**src/hw/rtl/rth_pkg.sv**
```systemverilog
// shared types, widths and register codes for the ray-triangle hit test
package rth_pkg;

	localparam int COORD_BITS = 16;
	localparam int EPS_W = 48;
	localparam int REG_IDX_W = 3;
	localparam int CFG_DATA_W = EPS_W;
	localparam int IN_TDATA_W = ((9 * COORD_BITS + 7) / 8) * 8;
	localparam int OUT_TDATA_W = 8;

	// register stages in the hit test pipeline
	localparam int NSTG = 7;

	// differences of two coordinates
	localparam int DIFF_W = COORD_BITS + 1;
	// one product inside a cross product
	localparam int PROD_W = 2 * DIFF_W;
	// one component of a cross product
	localparam int CR_W = PROD_W + 1;
	// one product inside a dot product
	localparam int DP_W = DIFF_W + CR_W;
	// dot product sum
	localparam int DOT_W = DP_W + 2;
	// u + v
	localparam int SUM_W = DOT_W + 1;
	// common width for the final compares, sign bit included
	localparam int CMP_W = ((SUM_W > EPS_W) ? SUM_W : EPS_W) + 1;

	typedef logic signed [COORD_BITS-1:0] coord_t;
	typedef logic signed [DIFF_W-1:0] diff_t;
	typedef logic signed [PROD_W-1:0] prod_t;
	typedef logic signed [CR_W-1:0] cross_t;
	typedef logic signed [DP_W-1:0] dprod_t;
	typedef logic signed [DOT_W-1:0] dot_t;
	typedef logic [EPS_W-1:0] eps_t;

	typedef enum logic [REG_IDX_W-1:0] {
		REG_ORIGIN_X = 3'd0,
		REG_ORIGIN_Y = 3'd1,
		REG_ORIGIN_Z = 3'd2,
		REG_DIR_X    = 3'd3,
		REG_DIR_Y    = 3'd4,
		REG_DIR_Z    = 3'd5,
		REG_EPSILON  = 3'd6
	} reg_idx_t;

	localparam coord_t DIR_Z_RESET = coord_t'(256);
	localparam eps_t EPS_RESET = eps_t'(1678);

	typedef struct packed {
		coord_t origin_x;
		coord_t origin_y;
		coord_t origin_z;
		coord_t dir_x;
		coord_t dir_y;
		coord_t dir_z;
		eps_t   epsilon;
	} ray_cfg_t;

endpackage

```
**src/hw/rtl/rth_cfg_regs.sv**
```systemverilog
// configuration registers holding the ray and the determinant threshold
module rth_cfg_regs (
	input  logic                          clk,
	input  logic                          arst_n,
	input  logic                          cfg_valid,
	output logic                          cfg_ready,
	input  logic [rth_pkg::REG_IDX_W-1:0] cfg_index,
	input  logic [rth_pkg::CFG_DATA_W-1:0] cfg_data,
	output rth_pkg::ray_cfg_t             cfg
);
	import rth_pkg::*;

	ray_cfg_t cfg_q;
	coord_t   wr_coord;

	assign cfg_ready = 1'b1;
	assign wr_coord = coord_t'(cfg_data[COORD_BITS-1:0]);
	assign cfg = cfg_q;

	always_ff @(posedge clk or negedge arst_n) begin
		if (!arst_n) begin
			cfg_q.origin_x <= '0;
			cfg_q.origin_y <= '0;
			cfg_q.origin_z <= '0;
			cfg_q.dir_x <= '0;
			cfg_q.dir_y <= '0;
			cfg_q.dir_z <= DIR_Z_RESET;
			cfg_q.epsilon <= EPS_RESET;
		end else if (cfg_valid && cfg_ready) begin
			// an index past the list is dropped
			unique case (reg_idx_t'(cfg_index))
				REG_ORIGIN_X: cfg_q.origin_x <= wr_coord;
				REG_ORIGIN_Y: cfg_q.origin_y <= wr_coord;
				REG_ORIGIN_Z: cfg_q.origin_z <= wr_coord;
				REG_DIR_X:    cfg_q.dir_x <= wr_coord;
				REG_DIR_Y:    cfg_q.dir_y <= wr_coord;
				REG_DIR_Z:    cfg_q.dir_z <= wr_coord;
				REG_EPSILON:  cfg_q.epsilon <= cfg_data[EPS_W-1:0];
				default: ;
			endcase
		end
	end

endmodule
```
**config.mk**
```make
export PLATFORM = sky130hd
export DESIGN_NAME = rth_cfg_regs
export DESIGN_NICKNAME = d
export VERILOG_FILES = /design/src/hw/rtl/rth_pkg.sv /design/src/hw/rtl/rth_cfg_regs.sv
export SDC_FILE = /design/constraint.sdc
export NUM_CORES = 1
export LEC_CHECK = 0
export BUFFER_PORTS_ARGS = -buffer_cell sky130_fd_sc_hd__buf_2
export CAP_MARGIN = 20
export CELL_PAD_IN_SITES_DETAIL_PLACEMENT = 0
export CELL_PAD_IN_SITES_GLOBAL_PLACEMENT = 1
export CORE_MARGIN = 3
export CORE_UTILIZATION = 45
export CTS_BUF_LIST = sky130_fd_sc_hd__clkbuf_2
export DETAILED_ROUTE_END_ITERATION = 8
export GPL_ROUTABILITY_DRIVEN = 0
export HOLD_SLACK_MARGIN = 0.03
export PLACE_DENSITY_LB_ADDON = 0.1
export SYNTH_ARGS = -nofsm -noshare
export SYNTH_HDL_FRONTEND = slang
export SYNTH_SLANG_ARGS = --single-unit
```
**constraint.sdc**
```tcl
create_clock -name clk -period 1.55 [get_ports clk]
set_clock_uncertainty 0.2 [all_clocks]
set_input_delay 0.31 -clock clk [delete_from_list [all_inputs] [get_ports clk]]
set_output_delay 0.31 -clock clk [all_outputs]
set_load 0.05 [all_outputs]
```
Word level (Yosys, flattened, before mapping)
Cells that the tools add are included.

word-level totals
  flip-flop bits (word level) = 144
  bits of input ports = 54

operators by class
  eq/ne operators = 6
  reduce and logical (&&, ||, !) cells = 8

operator list
  cell                                            number
  AND reduction 2 bit                             7
  == test 3 bit (second input constant)           3
  == test 3 x 2 -> 1 bit (second input constant)  2
  == test 3 x 1 -> 1 bit (second input constant)  1
  logical NOT 3 bit                               1

Logic depth before layout (Yosys ltp)
Gate-level depths: netlist of run 1.

  depth after elaboration = 2
  depth in mapped cells = 5

Least setup slack after synthesis of run 1
Ideal clock, no wire load.

  path type = input -> register
  from = input port cfg_index[0] in the netlist's numbering
  to = register cfg_q, in the netlist cfg[128]
  library setup time = 125 ps
  arrival time = 1394 ps
  required time = 1225 ps
  path slack = -169 ps
  stages on the path = 4
  buffers on the path = 2
  path through = buf_6 > nor4b_4 > buf_6 > mux2_4

on the way
  cells in the longest elaborated chain, start to end = 2

RTL lines
  what                                  line                RTL
  from (decl)                           rth_cfg_regs.sv:7   input logic [rth_pkg::REG_IDX_W-1:0] cfg_index,
  logical NOT 3 bit                     rth_cfg_regs.sv:31  unique case (reg_idx_t'(cfg_index))
  AND reduction 2 bit (no source line)  n/a
  to (decl)                             rth_cfg_regs.sv:13  ray_cfg_t cfg_q;

Every way passes these cells.
A chain may end at the register's enable or synchronous reset.

Final worst setup path of run 1
  from = register cfg_q, in the netlist cfg[10]
  to = output port cfg[10] in the netlist's numbering

RTL lines
  what       line               RTL
  to (decl)  rth_cfg_regs.sv:9  output rth_pkg::ray_cfg_t cfg

No word-level cell between the ends.

==> key figures, run 1 <==
Route
  – Drt total wl: 14,900 um
  – DRC Markers: 0
  – Antenna viol nets, final: 0
  – Vias: 3,896
  – Initial DRC count: 169
  – DR WL/cell: 17.9 um
  – Vias per cell: 4.71
  – DRT Pass-1 Iters: 4

Logic synthesis
  – Largest cells by area after synthesis: dfrtp_1 61%, mux2_2 20%, mux2_4 11%
  – Post-synth EDFFs: 0
  – Yosys top cell area share: 61.1%
  – Synthesis Warnings: 0
  – Post-Syn Area: 0.00561 mm2
  – Top-count cell post-synth: dfrtp_1
  – Post-synth top flop: dfrtp_1
  – Mapped Cells: 312
  – Syn_nets: 366
  – Most frequent cells after synthesis: 137 x dfrtp_1, 102 x mux2_2, 40 x mux2_4, 8 x buf_2
  – Register area share after synthesis: 64.3%
  – Syn avg cell area: 18.0 um2
  – Seq cells post-synth: 144
  – Leading area contributor after synthesis: dfrtp_1
  – Async S/R FF share, synth: 100%
  – Synth unique cells: 13

Clocking
  – Clock buffer depth: 2
  – Root Driver: clkbuf_2
  – Clock slew at reported path FFs: 0.20 ns
  – CTS tree: yes
  – # H-tree levels: 4
  – Clock latency on the worst-skew pair: 0.69 ns
  – # clock sinks: 144
  – Total CTS buffers: 17

Critical path
  – CP Launch Type: flop
  – Worst path arrival time: 1.44 ns
  – CP startpoint: cfg[10]$_DFFE_PN1P_
  – CP required: 1.04 ns
  – Max FO, Critical Path: 2
  – Crit end category: output port
  – Slowest cell on crit path: dfstp_2
  – FF-to-FF Start: cfg[125]$_DFFE_PN0P_
  – Worst-path cell chain: buf_8
  – Largest stage delay, worst path: 0.59 ns
  – Critical path type: flop to output port
  – Cell family with most CP delay: flip-flops
  – CP bufs+invs: 1

Worst hold path
  – Worst Hold Class: input port to flop
  – Hold Startpoint: cfg_index[0]

Die
  – Die width: 118 um
  – Core area: 0.0121 mm2
  – Rows: 40
  – Initial core utilization: 46.4%
  – IO Pins: 199
  – Die H: 118 um
  – Die area: 0.0139 mm2

Global routing
  – Vias in the first global route: 4,304
  – Largest net degree at the start of global routing: 41
  – GRT Overall Usage: 22.2%
  – GR peak layer: met2
  – Met1 global-route usage: 26.7%
  – Met3 Resource Use GR: 7.93%
  – Grt total ovfl: 0
  – Initial antenna violation count: 0
  – Met2 GRT Util: 37.1%
  – First-pass GRT wire length: 23,700 um

Timing
  – Achievable Freq: 512 MHz
  – RSZ-0062 raised after global routing: yes
  – Fin crit share: 126%
  – Final hold vios: 0
  – Setup TNS Final: -38.31 ns
  – Fin. max-slew vios: 0
  – Minimum clock period: 1.95 ns
  – Final setup fails: 159
  – Post-route setup slack: -0.404 ns

Place
  – Worst slack, placed: -0.159 ns
  – Post-DP HPWL: 9050 um
  – PortBufs: 197
  – Post-Place Cell Area: 0.00695 mm2

Pwr
  – LEAKAGE: 4.37 nW
  – VDD IR max: 1.03 mV
  – PwrDens: 1540 mW/mm2

Finish
  – Multi-input logic area: 0.00188 mm2
  – Share of layout cells above drive strength 1: 68.8%
  – Seq. cell area: 0.00361 mm2
  – Filler Cell Count: 765
  – Number of antenna diodes: 0
  – Fin area: 0.00906 mm2
  – Max reg flops: 144
  – Layout net count: 701
  – Syn-to-layout area delta: 61.4%

Status
  – Status: complete, but fails checks
  – Failing checks: negative setup slack

Flow run
  – Max Cap Violations: 0
[logic make-up (layout without fill, tap and decap cells)]
logic type	count (synthesis)	in the layout	synth area share (%)
AND/OR/NAND/NOR	7	7	1.78
multiplexers	144	144	31.6
flip-flops	144	144	64.3
other	1	1	0.0668
buffers and inverters	16	364	2.25
[worst reg2reg max path: stages, from the launching register on]
cell and delay [ns]:
dfrtp_1 0.45, buf_4 0.15, buf_4 0.13, mux2_4 0.25
[cells in the final DEF, fill, tap and decap left out]
master / n
buf_6: 139
mux2_4: 40
buf_2: 52
dlygate4sd3_1: 55
clkinvlp_4: 1
buf_4: 70
mux2_2: 102
nand4b_1: 1
mux2_1: 2
buf_8: 7
dfrtp_1: 137
conb_1: 1
nand4b_2: 2
dfstp_2: 7
clkinv_1: 7
clkinv_2: 2
bufinv_16: 1
nor4b_4: 1
buf_12: 9
clkbuf_2: 21
and4bb_1: 3
[metal layers]
metal / routed length (um) / up-vias
li1: - / 1788
met1: 6150 / 1968
met2: 7510 / 125
met3: 972 / 15
met4: 225 / 0
met5: 0 / -
[repair_timing]
action,in CTS,in global routing
hold endpoints to repair,288,35
resized for setup,295,1
hold buffers,56,4
buffers inserted,37,23
setup endpoints to repair,144,145
pin swaps,0,1
[worst paths after layout]
| check | to | slack (ns) | depth (start not counted) |
|---|---|---|---|
| setup / recovery | cfg[10] | -0.40 | 1 |
| hold / removal | cfg[106]$_DFFE_PN0P_ | 0.10 | 4 |
| setup reg to reg | cfg[125]$_DFFE_PN0P_ | 0.28 | 3 |
| hold reg to reg | cfg[28]$_DFFE_PN0P_ | 0.35 | 1 |
| max in group asynchronous | cfg[20]$_DFFE_PN0P_ | 0.18 | 4 |
| min in group asynchronous | cfg[14]$_DFFE_PN0P_ | 0.40 | 3 |
[through the flow]
step | power (mW) | hold slack [ns] | instances | util [%]
2_1_floorplan | 8.98 | -0.186 | 312 | -
3_3_place_gp | 10.3 | 0.0565 | 681 | 57.4
3_5_place_dp | 10.3 | 0.0605 | 681 | 57.4
4_1_cts | 13.8 | 0.0479 | 806 | 73.5
5_1_grt | 14.5 | 0.0472 | 828 | 74.8
6_report | 13.9 | 0.104 | 828 | 74.8
[report_power, final]
group	switching, mW	total (mW)	internal, mW	leakage (nW)
Combinational	3.96	6.88	2.92	2.54
Sequential	0.626	5.24	4.61	1.72
Clock	1.26	1.82	0.561	0.120
Total	5.85	13.9	8.09	4.37
[layout make-up]
class                           instances  share of cell area [%]
Timing Repair Buffer                  332                    35.2
Sequential cell                       144                    39.9
Clock inverter                         11                   0.814
Tap cell                              168                    2.32
Multi-Input combinational cell        152                    20.7
Clock buffer                           21                    1.16
Power figures use the tool's default switching activity.
==> run 2, diff against run 1 <==
ABC_AREA = 1   (was unset)
CORE_UTILIZATION = 40   (was 45)
==> key figures, run 2 <==
Status
  – Status: complete, but fails checks (unchanged)
  – Failing checks: negative setup slack (unchanged)

Clocking
  – # H-tree levels: 4 (unchanged)
  – Clock latency on the worst-skew pair: 0.70 ns (was 0.69 ns)
  – CTS tree: yes (unchanged)
  – Root Driver: clkbuf_2 (unchanged)
  – Clock buffer depth: 2 (unchanged)
  – Total CTS buffers: 17 (unchanged)
  – Clock slew at reported path FFs: 0.21 ns (was 0.20 ns)
  – # clock sinks: 144 (unchanged)

Global routing
  – Grt total ovfl: 0 (unchanged)
  – Initial antenna violation count: 0 (unchanged)
  – Vias in the first global route: 5,806 (was 4,304)
  – Largest net degree at the start of global routing: 56 (was 41)
  – GRT Overall Usage: 25.8% (was 22.2%)
  – First-pass GRT wire length: 29,900 um (was 23,700 um)

Logic synthesis
  – Post-synth EDFFs: 0 (unchanged)
  – Leading area contributor after synthesis: dfrtp_1 (unchanged)
  – Synth unique cells: 14 (was 13)
  – Post-Syn Area: 0.00556 mm2 (was 0.00561 mm2)
  – Yosys top cell area share: 61.6% (was 61.1%)
  – Most frequent cells after synthesis: 380 x nand2_1, 137 x dfrtp_1, 64 x nand3_1, 16 x clkbuf_1, 12 x buf_2 (was 137 x dfrtp_1, 102 x mux2_2, 40 x mux2_4, 8 x buf_2)
  – Largest cells by area after synthesis: dfrtp_1 62%, nand2_1 26%, nand3_1 5.8% (was dfrtp_1 61%, mux2_2 20%, mux2_4 11%)
  – Syn avg cell area: 8.80 um2 (was 18.0 um2)
  – Top-count cell post-synth: nand2_1 (was dfrtp_1)
  – Seq cells post-synth: 144 (unchanged)
  – Post-synth top flop: dfrtp_1 (unchanged)
  – Async S/R FF share, synth: 100% (unchanged)
  – Register area share after synthesis: 64.9% (was 64.3%)
  – Synthesis Warnings: 0 (unchanged)
  – Syn_nets: 686 (was 366)
  – Mapped Cells: 632 (was 312)

Route
  – DR WL/cell: 16.3 um (was 17.9 um)
  – Antenna viol nets, final: 0 (unchanged)
  – DRT Pass-1 Iters: 5 (was 4)
  – Vias per cell: 4.75 (was 4.71)
  – DRC Markers: 0 (unchanged)
  – Initial DRC count: 270 (was 169)
  – Vias: 5,657 (was 3,896)
  – Drt total wl: 19,400 um (was 14,900 um)

Flow run
  – Max Cap Violations: 0 (unchanged)

Die
  – IO Pins: 199 (unchanged)
  – Initial core utilization: 41.5% (was 46.4%)
  – Core area: 0.0134 mm2 (was 0.0121 mm2)
  – Die H: 124 um (was 118 um)
  – Die width: 124 um (was 118 um)
  – Die area: 0.0154 mm2 (was 0.0139 mm2)
  – Rows: 42 (was 40)

Worst hold path
  – Worst Hold Class: input port to flop (unchanged)
  – Hold Startpoint: cfg_data[15] (was cfg_index[0])
  – Hold path depth: 4 (unchanged)
  – WHS Endpoint: cfg[95]$_DFFE_PN0P_ (was cfg[106]$_DFFE_PN0P_)

Critical path
  – FF-to-FF Start: cfg[35]$_DFFE_PN0P_ (was cfg[125]$_DFFE_PN0P_)
  – Slowest cell on crit path: dfstp_2 (unchanged)
  – R2R cell count: 4 (was 3)
  – Cell family with most CP delay: flip-flops (unchanged)
  – CP bufs+invs: 1 (unchanged)
  – R2r setup slk: 0.44 ns (was 0.28 ns)
  – Critical path type: flop to output port (unchanged)
  – Worst-path cell chain: buf_8 (unchanged)
  – Max FO, Critical Path: 2 (unchanged)
  – FF-to-FF End: cfg[35]$_DFFE_PN0P_ (was cfg[125]$_DFFE_PN0P_)
  – CP required: 1.04 ns (about the same)
  – CP Launch Type: flop (unchanged)
  – Crit end category: output port (unchanged)
  – Largest stage delay, worst path: 0.60 ns (was 0.59 ns)
  – Worst path arrival time: 1.45 ns (was 1.44 ns)

Timing
  – Setup TNS Final: -51.63 ns (was -38.31 ns)
  – Minimum clock period: 1.96 ns (was 1.95 ns)
  – RSZ-0062 raised after global routing: yes (unchanged)
  – Fin. max-slew vios: 0 (unchanged)
  – Final setup fails: 182 (was 159)
  – Achievable Freq: 510 MHz (was 512 MHz)
  – Fin crit share: 127% (was 126%)
  – Hold_ws: 0.252 ns (was 0.104 ns)
  – Final hold vios: 0 (unchanged)
  – Post-route setup slack: -0.412 ns (was -0.404 ns)

Pwr
  – PwrDens: 1400 mW/mm2 (was 1540 mW/mm2)
  – LEAKAGE: 5.13 nW (was 4.37 nW)
  – Power Total: 13.6 mW (was 13.9 mW)
  – VDD IR max: 0.810 mV (was 1.03 mV)

Place
  – PortBufs: 197 (unchanged)
  – Post-DP HPWL: 11,600 um (was 9050 um)
  – Worst slack, placed: 0.0217 ns (was -0.159 ns)
  – Post-Place Cell Area: 0.00704 mm2 (was 0.00695 mm2)

Finish
  – Syn-to-layout area delta: 73.7% (was 61.4%)
  – Number of antenna diodes: 0 (unchanged)
  – Fin area: 0.00966 mm2 (was 0.00906 mm2)
  – Max reg flops: 144 (unchanged)
  – Share of layout cells above drive strength 1: 33.5% (was 68.8%)
  – Commonest non-fill, non-tap cell in the layout: nand2_1 (was buf_6)
  – Most frequent cells in the layout: 378 x nand2_1, 139 x buf_6, 137 x dfrtp_1, 92 x dlygate4sd3_1, 81 x buf_4 (was 139 x buf_6, 137 x dfrtp_1, 102 x mux2_2, 70 x buf_4, 55 x dlygate4sd3_1)
  – Layout net count: 1,057 (was 701)
-- run 2: changes by cell type in the layout (fill, tap and decap cells not counted), sizes merged, moves of 4 or more --
cell         delta
nand2         +380
mux2          -144
nand3          +64
dlygate4sd3    +37
buf            +13
inv             +7
nor2            +7
bufinv          +4
clkbuf          -4
clkinv          -4
-- run 2: area by class of cell --
| cell class | instances | area [um2] |
|---|---|---|
| sequential | 144 | 3610 |
| clock buffer | 17 | 85.1 |
| inverter | 6 | 22.5 |
| multi-input combinational | 452 | 1820 |
| fill | 994 | 3740 |
| tap | 176 | 220 |
| timing repair buffer | 382 | 3680 |
| clock inverter | 15 | 216 |
-- run 2: metal layers --
layer  vias up  global-route usage (%)  part of all wire (%)
li1       2690                       -                     -
met5         -                       0                     0
met1      2742                    31.0                    39
met3        30                    7.67                   7.7
met4         0                    7.60                   1.5
met2       195                    44.8                    52
-- run 2: timing repair --
item | 4_1_cts | 5_1_grt
gates resized for setup | 295 | 4
endpoints found under the hold margin | 288 | 205
pin swaps | 0 | 1
setup endpoints to repair | 144 | 320
buffers inserted | 36 | 25
hold buffers | 91 | 6
-- run 2: where the power goes --
group	switching, mW	internal [mW]
combinational	3.68	2.23
sequential	0.580	4.48
clock	1.38	1.21
-- run 2: through the flow --
stage | cells | util, %
floorplan | 632 | -
global placement | 1007 | 52.5
detailed placement | 1007 | 52.5
CTS | 1166 | 70.5
global route | 1192 | 72.1
finish | 1192 | 72.1
-- run 2: worst max-delay path by stage --
stage | slack (ns) | to | depth (start not counted) | from
after floorplan | 0.14 | cfg[69]$_DFFE_PN0P_ | 5 | cfg_index[0]
after global placement | 0.03 | cfg[57]$_DFFE_PN0P_ | 6 | cfg_index[2]
after detailed placement | 0.02 | cfg[61]$_DFFE_PN0P_ | 6 | cfg_index[2]
after CTS | -0.49 | cfg[56] | 1 | cfg[56]$_DFFE_PN1P_
after global routing | -0.52 | cfg[56] | 1 | cfg[56]$_DFFE_PN1P_
final | -0.41 | cfg[56] | 1 | cfg[56]$_DFFE_PN1P_
-- run 2: kinds of logic (layout without fill, tap and decap cells) --
family                 count (synthesis)  in the layout  share of synthesized area, %
DFF                                  144            144                          64.9
buffers and inverters                 36            420                          2.77
and+or+nand+nor                      451            451                          32.2
other                                  1              1                        0.0674
==> run 3, diff against run 2 <==
BUFFER_PORTS_ARGS = -buffer_cell sky130_fd_sc_hd__buf_4   (was -buffer_cell sky130_fd_sc_hd__buf_2)
==> key figures, run 3 (synthesis results as in run 2) <==
Route
  – Vias per cell: 4.77 (was 4.75)
  – Drt total wl: 19,300 um (was 19,400 um)
  – DRT Pass-1 Iters: 5 (unchanged)
  – DRC Markers: 0 (unchanged)
  – DR WL/cell: 16.0 um (was 16.3 um)
  – Vias: 5,751 (was 5,657)
  – Initial DRC count: 431 (was 270)
  – Antenna viol nets, final: 0 (unchanged)

Critical path
  – CP bufs+invs: 1 (unchanged)
  – Largest stage delay, worst path: 0.59 ns (was 0.60 ns)
  – Cell family with most CP delay: flip-flops (unchanged)
  – CP Launch Type: flop (unchanged)
  – Max FO, Critical Path: 2 (unchanged)
  – Crit end category: output port (unchanged)
  – Cell depth of the worst setup path: 1 (unchanged)
  – Critical path type: flop to output port (unchanged)
  – Worst-path cell chain: buf_8 (unchanged)
  – Worst path arrival time: 1.42 ns (was 1.45 ns)
  – FF-to-FF Start: cfg[117]$_DFFE_PN0P_ (was cfg[35]$_DFFE_PN0P_)
  – Slowest cell on crit path: dfstp_2 (unchanged)
  – CP startpoint: cfg[1]$_DFFE_PN1P_ (was cfg[56]$_DFFE_PN1P_)
  – CP required: 1.04 ns (about the same)
  – R2R cell count: 4 (unchanged)

Die
  – Initial core utilization: 41.5% (unchanged)
  – Die width: 124 um (unchanged)
  – Die H: 124 um (unchanged)
  – Core area: 0.0134 mm2 (unchanged)
  – Die area: 0.0154 mm2 (unchanged)
  – IO Pins: 199 (unchanged)
  – Rows: 42 (unchanged)

Clocking
  – Clock latency on the worst-skew pair: 0.67 ns (was 0.70 ns)
  – Clock buffer depth: 2 (unchanged)
  – CTS tree: yes (unchanged)
  – # H-tree levels: 4 (unchanged)
  – Root Driver: clkbuf_2 (unchanged)
  – Total CTS buffers: 17 (unchanged)
  – Clock slew at reported path FFs: 0.18 ns (was 0.21 ns)
  – # clock sinks: 144 (unchanged)

Status
  – Status: complete, but fails checks (unchanged)
  – Failing checks: negative setup slack (unchanged)

Timing
  – Fin. max-slew vios: 0 (unchanged)
  – Setup TNS Final: -48.48 ns (was -51.63 ns)
  – Final hold vios: 0 (unchanged)
  – Post-route setup slack: -0.376 ns (was -0.412 ns)
  – Final setup fails: 188 (was 182)
  – Achievable Freq: 519 MHz (was 510 MHz)
  – Hold_ws: 0.255 ns (was 0.252 ns)
  – Minimum clock period: 1.93 ns (was 1.96 ns)
  – Fin crit share: 124% (was 127%)
  – RSZ-0062 raised after global routing: yes (unchanged)

Global routing
  – Initial antenna violation count: 0 (unchanged)
  – GRT Overall Usage: 25.5% (was 25.8%)
  – Grt total ovfl: 0 (unchanged)
  – First-pass GRT wire length: 29,800 um (was 29,900 um)
  – Vias in the first global route: 5,756 (was 5,806)
  – Largest net degree at the start of global routing: 46 (was 56)

Place
  – PortBufs: 197 (unchanged)
  – Post-DP HPWL: 11,900 um (was 11,600 um)

Finish
  – Most frequent cells in the layout: 379 x nand2_1, 141 x buf_4, 139 x buf_6, 137 x dfrtp_1, 98 x dlygate4sd3_1 (was 378 x nand2_1, 139 x buf_6, 137 x dfrtp_1, 92 x dlygate4sd3_1, 81 x buf_4)
  – Commonest non-fill, non-tap cell in the layout: nand2_1 (unchanged)
  – Layout net count: 1,071 (was 1,057)
  – Multi-input logic area: 0.00182 mm2 (about the same)
  – Share of layout cells above drive strength 1: 33.4% (was 33.5%)
  – Seq. cell area: 0.00361 mm2 (unchanged)
  – Syn-to-layout area delta: 75.9% (was 73.7%)
  – Number of antenna diodes: 0 (unchanged)
  – Filler Cell Count: 990 (was 994)
  – Utilization after layout: 73.0% (was 72.1%)
  – Max reg flops: 144 (unchanged)

Worst hold path
  – Hold path depth: 4 (unchanged)
  – Hold Startpoint: cfg_data[2] (was cfg_data[15])
  – Worst Hold Class: input port to flop (unchanged)

Pwr
  – PwrDens: 1310 mW/mm2 (was 1400 mW/mm2)
  – VDD IR max: 0.701 mV (was 0.810 mV)
  – LEAKAGE: 5.19 nW (was 5.13 nW)

Flow run
  – Max Cap Violations: 0 (unchanged)
run 3: cell count changes in the layout (fill, tap and decap cells not counted), sizes merged:
| cell | delta |
|---|---|
| buf | +8 |
| clkinvlp | -4 |
| bufinv | -4 |
| clkbuf | +10 |
| dlygate4sd3 | +6 |
| clkinv | -2 |
| inv | -1 |
run 3: report_power, final:
part / total (mW) / internal (mW) / switching, mW / leakage [nW]
sequential: 5.04 / 4.48 / 0.562 / 1.80
combinational: 5.99 / 2.30 / 3.69 / 3.26
clock: 1.83 / 0.622 / 1.20 / 0.131
total: 12.9 / 7.41 / 5.45 / 5.19
run 3: routing by layer:
metal / share of wire (%) / global-route usage, %
met5: 0 / 0
met1: 39 / 31.6
met4: 2.1 / 9.92
met2: 51 / 42.7
met3: 7.7 / 6.95
run 3: worst paths after layout:
check / slack [ns] / endpoint
max in group asynchronous: 0.14 / cfg[9]$_DFFE_PN1P_
min reg2reg: 0.30 / cfg[56]$_DFFE_PN1P_
min in group asynchronous: 0.44 / cfg[64]$_DFFE_PN0P_
min: 0.25 / cfg[50]$_DFFE_PN0P_
max reg2reg: 0.46 / cfg[117]$_DFFE_PN0P_
max: -0.38 / cfg[1]
run 3: final cells by class:
| class | count | area share, % |
|---|---|---|
| flip-flops and latches | 144 | 36.9 |
| clock buffers | 27 | 1.38 |
| well taps | 176 | 2.25 |
| inverters | 6 | 0.230 |
| clock inverters | 4 | 0.422 |
| multi-input cells | 452 | 18.6 |
| repair buffers | 396 | 40.2 |
run 3: metrics by stage:
step | instance area [um2] | worst slack [ns] | power (mW) | cells
final | 9780 | -0.376 | 12.9 | 1205
after detailed placement | 7570 | -0.0459 | 9.88 | 1012
after global routing | 9780 | -0.496 | 13.5 | 1205
after floorplan | 5560 | 0.140 | 8.07 | 632
after global placement | 7570 | -0.0435 | 9.82 | 1012
after CTS | 9550 | -0.481 | 12.7 | 1176
run 3: timing repair:
action                                 CTS  global route
resized for setup                      151             3
buffers inserted                        35            29
endpoints found under the hold margin  288           139
hold buffers                            98             4
setup endpoints to repair              144           188
